--- config.mk ---
export PLATFORM = sky130hd
export DESIGN_NAME = gff_ram
export DESIGN_NICKNAME = d
export VERILOG_FILES = /design/src/hdl/gff_ram.sv
export SDC_FILE = /design/constraint.sdc
export NUM_CORES = 1
export LEC_CHECK = 0
export ABC_AREA = 1
export ABC_CLOCK_PERIOD_IN_PS = 2700
export BUFFER_PORTS_ARGS = -buffer_cell sky130_fd_sc_hd__buf_2
export CORE_ASPECT_RATIO = 0.75
export CORE_MARGIN = 2
export CORE_UTILIZATION = 40
export CTS_CLUSTER_DIAMETER = 200
export CTS_CLUSTER_SIZE = 14
export DETAILED_ROUTE_END_ITERATION = 10
export PLACE_DENSITY = 0.59
export SYNTH_ARGS = -nofsm -noshare
export SYNTH_HDL_FRONTEND = slang
export SYNTH_SLANG_ARGS = --single-unit
export TNS_END_PERCENT = 50
--- constraint.sdc ---
create_clock -name clk -period 2.7 [get_ports clk]
set_input_delay 0.54 -clock clk [delete_from_list [all_inputs] [get_ports clk]]
set_output_delay 0.54 -clock clk [all_outputs]
set_load 0.05 [all_outputs]
--- src/hdl/gff_ram.sv ---
module gff_ram
#(
    parameter int WIDTH = 8,
    parameter int DEPTH = 16
)
(
    input  logic                     clk,
    input  logic                     we,
    input  logic [$clog2(DEPTH)-1:0] waddr,
    input  logic [WIDTH-1:0]         wdata,
    input  logic [$clog2(DEPTH)-1:0] raddr,
    output logic [WIDTH-1:0]         rdata
);

    logic [WIDTH-1:0] mem [DEPTH];

    always_ff @(posedge clk)
    begin
        if (we)
        begin
            mem[waddr] <= wdata;
        end
        rdata <= mem[raddr];
    end

endmodule

==> results.md <==
- Status: finished, final reports clean
- Die Y: 108.0 um
- Critical Path Source Type: register
- Clock Path Buffers: 2
- Fmax: 0.6280 GHz
- Routed via count: 3,801
- Postcts setup bufs: 0
- Routed WL: 13,630 um
- Pwr dens: 763.9 mW/mm2
- Most used DFF post-synth: edfxtp_1
- CP Capture Type: primary output
- CTS Buf Count: 17
- Critical path destination: rdata[3]
- Antenna-violating nets left: 0
- Clock skew: 9.996 ps
- Detailed Place HPWL: 8421 um
- Synth cell count leaders: nand2_1 (173), edfxtp_1 (128), inv_1 (100)
- Die W: 142.6 um
- WP buf/inv: 1
- DRC Markers: 0
- Normalized max-slew margin: 39.09%
- Async set or reset register ratio after synthesis: 0%
- Vias in the first global route: 3,545
- Initial antenna violation count: 0
- Clock slew at reported path FFs: 60 ps
- CTS Root Cell: clkbuf_16
- Diodes inserted: 0
- CTS Sinks: 136
- Worst reg-to-reg path cell count: 6
- RSZ-0062 raised after global routing: false
- Initial cell density of the core: 41.52%
- DR WL/cell: 17.91 um
- Sequential element share of the synthesized area: 69.43%
- Yosys warning count: 0
- CTS tree: yes
- NumNets Final: 592
- Share of cells above drive strength 1: 10.41%
- Overflow after GRT: 0
- First-pass GRT wire length: 20,980 um
- Critical Path Max Stage Delay: 350 ps
- Worst path slowest cell: dfxtp_1
- Slew @ Worst Pin: 910.2 ps
- Post-synth cell types: 12
- Clk_lat worst skew: 430 ps
- Post-cts sizing count: 0
- Routability Congestion: 0.8412
- Crit path launch: rdata[3]
- HP Class: in2reg
- Max cap viols: 0
- Tmin final: 1592 ps
- RR Endpoint: rdata[2]
- Reg-to-reg setup timing slack: 1600 ps
- Overall Power: 0.005019 W
- EDFF count, synth: 128
- Fin. max-slew vios: 0
- Full die area: 0.01540 mm2
- Crit share post-route: 58.98%
- Peak supply drop: 0.0004406 V
- I/O pins: 26
- Htree depth: 4
- Via/cell ratio: 4.995
- Data required, critical path: 2160 ps
- Share of the synthesized area in the top cell type: 66.65%
- Largest net degree at the start of global routing: 65
- Synthesized cell area: 0.005767 mm2
- Synth Net Count: 569
- Worst-path cell chain: buf_2
- Global Route Usage Sum: 18.92%
- Final Hold Fails: 0
- Total leakage power: 2.816 nW
- CP Max Fanout: 1
- Synthesized instance count: 551
- Cts hold-fix bufs: 0
- # rows: 37
- Synthesis-to-finish area growth: 13.93%
- FF-to-FF Start: mem[11][2]
- Worst Path Class, Setup: reg2out
- Leading area contributor after synthesis: edfxtp_1
- Buffers added on ports: 25
- TritonRoute pass-1 iters: 5
- Final setup vio count: 0
- Drt initial violations: 350
- Core Area: 0.01389 mm2
- Top post-synthesis cells by area: edfxtp_1 (67%), nand2_1 (11%), nand3_1 (8.4%), inv_1 (6.5%), dfxtp_1 (2.8%)
- Synth Register Bits: 136
- Syn avg cell area: 10.47 um2
- Most common cell in the netlist: nand2_1
- Worst path top cell family by delay: flip-flops
- Hold_sp: raddr[3]
- Arr. time, crit path: 1050 ps
- WP depth: 1
- Setup TNS Final: 0 ps
-- area by class of cell --
cell class	instances	area (um2)
fill	1291	7318
sequential	136	4004
multi-input combinational	289	1214
clock buffer	17	425.4
inverter	102	382.9
tap	175	219.0
clock inverter	14	165.2
timing repair buffer	28	160.2
-- power by group --
part	total [W]	switching, W	internal [W]
combinational	0.000329	0.000252	0.0000773
sequential	0.00238	0.0000154	0.00236
clock	0.00231	0.000935	0.00138
-- placed cells by master (no fill, tap or decap), types with 3 or more instances in the layout --
| cell type | instances |
|---|---|
| buf_2 | 25 |
| clkbuf_16 | 17 |
| clkinvlp_4 | 3 |
| dfxtp_1 | 8 |
| edfxtp_1 | 128 |
| inv_1 | 100 |
| inv_6 | 3 |
| inv_8 | 3 |
| nand2_1 | 173 |
| nand3_1 | 97 |
| nor2_1 | 17 |
-- stage by stage --
stage | setup WS, ps | hold WS [ps] | std cells | cell area (um2) | util (%)
finish | 1108 | 479.5 | 761 | 6570 | 47.31
global placement | 719.1 | 660.0 | 730 | 5979 | 43.05
global route | 1042 | 502.7 | 761 | 6570 | 47.31
detailed placement | 660.7 | 666.1 | 730 | 5979 | 43.05
floorplan | 1209 | 607.4 | 551 | 5767 | -
CTS | 1112 | 474.3 | 761 | 6570 | 47.31
-- flip-flops by register name, indices dropped and copies added, names as in the netlist --
name / count
rdata: 8
mem: 128
-- kinds of logic after synthesis --
| kind of cell | count (synthesis) | share of synthesized area, % |
|---|---|---|
| buffers and inverters | 126 | 9.525 |
| DFF | 136 | 69.43 |
| and+or+nand+nor | 289 | 21.05 |
-- metal layers --
metal	global-route usage, %	routed length, um	vias to the layer above
li1	-	-	1819
met1	29.11	6798	1850
met2	26.41	5746	121
met3	5.536	955	11
met4	4.243	126	0
met5	0	0	-
-- worst min path at each step --
stage,end,cells past startpoint
2_1_floorplan,rdata[0],6
3_3_place_gp,rdata[4],6
3_5_place_dp,rdata[4],6
4_1_cts,rdata[3],3
5_1_grt,rdata[4],3
6_report,rdata[3],3
-- worst register-to-register path, cell delays in order (launching register included) --
cell      delay (ps)
edfxtp_1         350
inv_1             60
nand2_1           60
nand3_1          130
nand3_1          120
nand3_1          180
nand2_1           80
No activity file was read; power rests on OpenSTA's default activity.
