==> src/hdl/gff_pkg.sv <==
package gff_pkg;

    localparam int CRD_W = 8;
    localparam int CNT_W = 13;
    localparam logic [7:0] SPACE_CHAR = 8'd32;

    typedef enum logic [1:0] {
        OP_WRITE = 2'd0,
        OP_RECT  = 2'd1,
        OP_FLOOD = 2'd2,
        OP_READ  = 2'd3
    } op_t;

    typedef enum logic [1:0] {
        REG_COLS  = 2'd0,
        REG_ROWS  = 2'd1,
        REG_PAINT = 2'd2,
        REG_ERASE = 2'd3
    } reg_idx_t;

    typedef enum logic [2:0] {
        DIR_LEFT,
        DIR_RIGHT,
        DIR_UP,
        DIR_DOWN,
        DIR_HOLD
    } dir_t;

    typedef enum logic [3:0] {
        S_INIT,
        S_IDLE,
        S_WRITE,
        S_RECT,
        S_RDISS,
        S_RDCAP,
        S_FCLR,
        S_FSEED,
        S_FTGT,
        S_FPOP,
        S_FLOAD,
        S_FPAINT,
        S_NBISS,
        S_NBCHK,
        S_RESP
    } state_t;

    typedef struct packed {
        op_t        opcode;
        logic [5:0] col_a;
        logic [5:0] row_a;
        logic [5:0] col_b;
        logic [5:0] row_b;
    } in_item_t;

    typedef struct packed {
        logic [7:0]       cell_value;
        logic [CNT_W-1:0] cells_changed;
        logic             status;
    } out_item_t;

endpackage

==> src/hdl/gff_step.sv <==
module gff_step import gff_pkg::*;
#(
    parameter int MAX_ROWS = 64,
    parameter int AW       = 12
)
(
    input  logic [CRD_W-1:0] c,
    input  logic [CRD_W-1:0] r,
    input  dir_t             dir,
    input  logic [CRD_W:0]   ucols,
    input  logic [CRD_W:0]   urows,
    output logic [CRD_W-1:0] nc,
    output logic [CRD_W-1:0] nr,
    output logic             ok,
    output logic [AW-1:0]    idx
);

    localparam logic [AW-1:0] ROWS_K = AW'(MAX_ROWS);

    logic [CRD_W:0] c_w;
    logic [CRD_W:0] r_w;
    logic [CRD_W:0] nc_w;
    logic [CRD_W:0] nr_w;

    assign c_w = {1'b0, c};
    assign r_w = {1'b0, r};

    always_comb
    begin
        nc_w = c_w;
        nr_w = r_w;
        ok   = 1'b0;
        case (dir)
            DIR_LEFT:
            begin
                nc_w = c_w - 1'b1;
                ok   = (c != '0);
            end
            DIR_RIGHT:
            begin
                nc_w = c_w + 1'b1;
                ok   = (nc_w < ucols);
            end
            DIR_UP:
            begin
                nr_w = r_w - 1'b1;
                ok   = (r != '0);
            end
            DIR_DOWN:
            begin
                nr_w = r_w + 1'b1;
                ok   = (nr_w < urows);
            end
            DIR_HOLD:
            begin
                ok = 1'b1;
            end
            default:
            begin
                ok = 1'b0;
            end
        endcase
    end

    assign nc  = nc_w[CRD_W-1:0];
    assign nr  = nr_w[CRD_W-1:0];
    assign idx = AW'(nc) * ROWS_K + AW'(nr);

endmodule

==> config.mk <==
export PLATFORM = sky130hd
export DESIGN_NAME = gff_step
export DESIGN_NICKNAME = d
export VERILOG_FILES = /design/src/hdl/gff_pkg.sv /design/src/hdl/gff_step.sv
export SDC_FILE = /design/constraint.sdc
export NUM_CORES = 1
export LEC_CHECK = 0
export ABC_CLOCK_PERIOD_IN_PS = 2200
export BUFFER_PORTS_ARGS = -buffer_cell sky130_fd_sc_hd__buf_2
export CELL_PAD_IN_SITES_DETAIL_PLACEMENT = 2
export CELL_PAD_IN_SITES_GLOBAL_PLACEMENT = 2
export CORE_MARGIN = 1
export CORE_UTILIZATION = 23
export DETAILED_ROUTE_END_ITERATION = 10
export GPL_TIMING_DRIVEN = 1
export PLACE_DENSITY_LB_ADDON = 0.1
export RECOVER_POWER = 100
export SYNTH_ARGS = -nofsm -noshare
export SYNTH_HDL_FRONTEND = slang
export SYNTH_SLANG_ARGS = --single-unit
==> constraint.sdc <==
create_clock -name vclk -period 2.2
set_input_delay 0.11 -clock vclk [all_inputs]
set_output_delay 0.11 -clock vclk [all_outputs]
set_load 0.02 [all_outputs]
==> run metrics <==
clk_buf instances=0; 1st-pass router iterations=2; hold path cells=4; Syn Inst Count=195; DR vias/cell=4.67; sequential-to-total area share from yosys stat=0%; hpwl dp=4.25 mm; Post-Syn Area=0.00138 mm²; Hold Crit Start=r[2]; Initial Utilization=24.4%; # setup viols final=4; ranking of synthesized cells by area=ha_1, xor2_1, inv_1, nor2_1, xnor2_1; register area=0 µm²; post-synth top area cell=ha_1; CTS Hold Bufs=0; Total Routed Length=5.04 mm; clock share of power=0%; placed cell area=0.00204 mm²; setup_tns=-0.437 ns; port bufs=66; Fin. Hold Viols=0; Layout area overhead=65.1%; Die Y-Extent=79.4 µm; post-DR wirelength/cell=13.9 µm; NumNets Final=352; leakage power=1.17 nW; Crit. End Element=output port; Yosys top cell area share=20.9%; register share of total power=0%; Max IR drop VDD=0.0941 mV; total power=0.534 mW; startpoint types=input port; IO Count=66; Critical Path RT=2.09 ns; Synth Area per Inst=7.06 µm²; Int Power=0.248 mW; CP Class=input port to output port; post-route ant nets=0; GP Congestion=0.757; crit path time final=2.34 ns; failing checks=setup timing; fmax=0.427 GHz; Hold WS=0.663 ns; Tcrit/Tclk final=107%; total congestion overflow=0; first-pass GRT wire length=7.79 mm; Synth Warn #=0; switching part of the total=53.6%; status=complete, but fails checks; layout cells sized above 1=45.7%; critical path data arrival time=2.23 ns; NetSw=0.286 mW; synth unique cells=44; Die W=79.4 µm; max cap viols=0; Slew Limit Fails=0; PnR worst setup slack=-0.144 ns; CORE AREA=0.00564 mm²; Crit Path Max Fanout=5; num sequential=0; Via Count=1687; # rows=27; RSZ-0062 raised after global routing=true; GRT Util Overall=15.3%; worst slew pin tran=0.562 ns; pin count of the biggest net entering global routing=12; Post-route DRC=0; Post-synth top cells=inv_1, ha_1, nor2_1, xor2_1; diode count=0; Fill cells=694; WHS Endpoint=nr[2]; syn_nets=256; initial antenna violation count=0; normalized max-slew margin=62.5%; top-count cell post-synth=inv_1; DR iter-0 viols=15; Logic pwr share=100.0%; Die Area=0.00630 mm²; Layout Cell Area excl Fill=0.00227 mm²; P per Cell Area=235 mW/mm²; worst hold path type=input port to output port; number of global-route vias before repair=1779
[critical path, stage by stage]
cell	delay (ns)
buf_12	0.11
inv_6	0.05
ha_4	0.13
nand2_4	0.05
nor4_4	0.27
a21oi_2	0.05
nor2_2	0.16
xor2_2	0.17
ha_2	0.21
inv_2	0.04
fa_2	0.41
buf_6	0.13
xor2_2	0.16
buf_6	0.15
[cell type report]
type,count,area (µm²),share of cell area [%]
inverters,26,115,5.06
multi-input cells,154,1350,59.5
well taps,72,90.1,3.96
repair buffers,109,716,31.5
[repair_timing]
action	4_1_cts	5_1_grt
pin swaps	9	12
buffers inserted	5	3
endpoints found under the setup margin	6	6
gates resized for setup	24	26
[cell families after synthesis]
logic type / share of synthesized area (%)
adder cells (fa/ha/maj): 22.3
multiplexers: 3.63
AND/OR/NAND/NOR: 25.2
XOR/XNOR: 18.3
AO/OA/AOI/OAI: 16.3
buffers and inverters: 14.2
[power by group through the flow]
stage	combinational [mW]	clock [mW]	sequential, mW
final	0.534	0	0
after global routing	0.581	0	0
after CTS	0.500	0	0
after detailed placement	0.464	0	0
after global placement	0.455	0	0
after floorplan	0.285	0	0
[how the worst max path moves through the flow]
stage	start	to	slack, ns	cells after the start
final	r[0]	idx[8]	-0.14	14
after global routing	dir[2]	idx[11]	-0.31	13
after CTS	r[1]	idx[10]	-0.1	13
after detailed placement	r[0]	idx[10]	-0.20	13
after global placement	r[0]	idx[10]	-0.17	13
after floorplan	r[0]	idx[10]	-0.1	11
[layer usage]
layer	GRT usage, %	share of wire [%]
met1	16.8	41
met2	33.7	58
met3	0	1.7
met5	0	0
met4	0	0
[placed cells by master (no fill, tap or decap), drive strengths merged, types with 4 or more instances in the layout]
cell type	netlist	final
xor2	19	19
a21oi	10	10
and3	11	11
ha	23	23
nor4	4	4
buf	9	97
nand2	9	9
mux2i	5	5
xnor2	9	9
nor2	19	19
nand3	4	4
o21ai	8	8
clkbuf	6	12
inv	26	25
[through the flow]
| stage | util, % | setup slack [ns] | instances |
|---|---|---|---|
| CTS | 38.2 | -0.0988 | 358 |
| finish | 40.3 | -0.144 | 361 |
| detailed placement | 36.1 | -0.197 | 353 |
| global route | 40.3 | -0.306 | 361 |
| floorplan | - | -0.0956 | 195 |
| global placement | 36.1 | -0.168 | 353 |
Power figures use the tool's default switching activity.
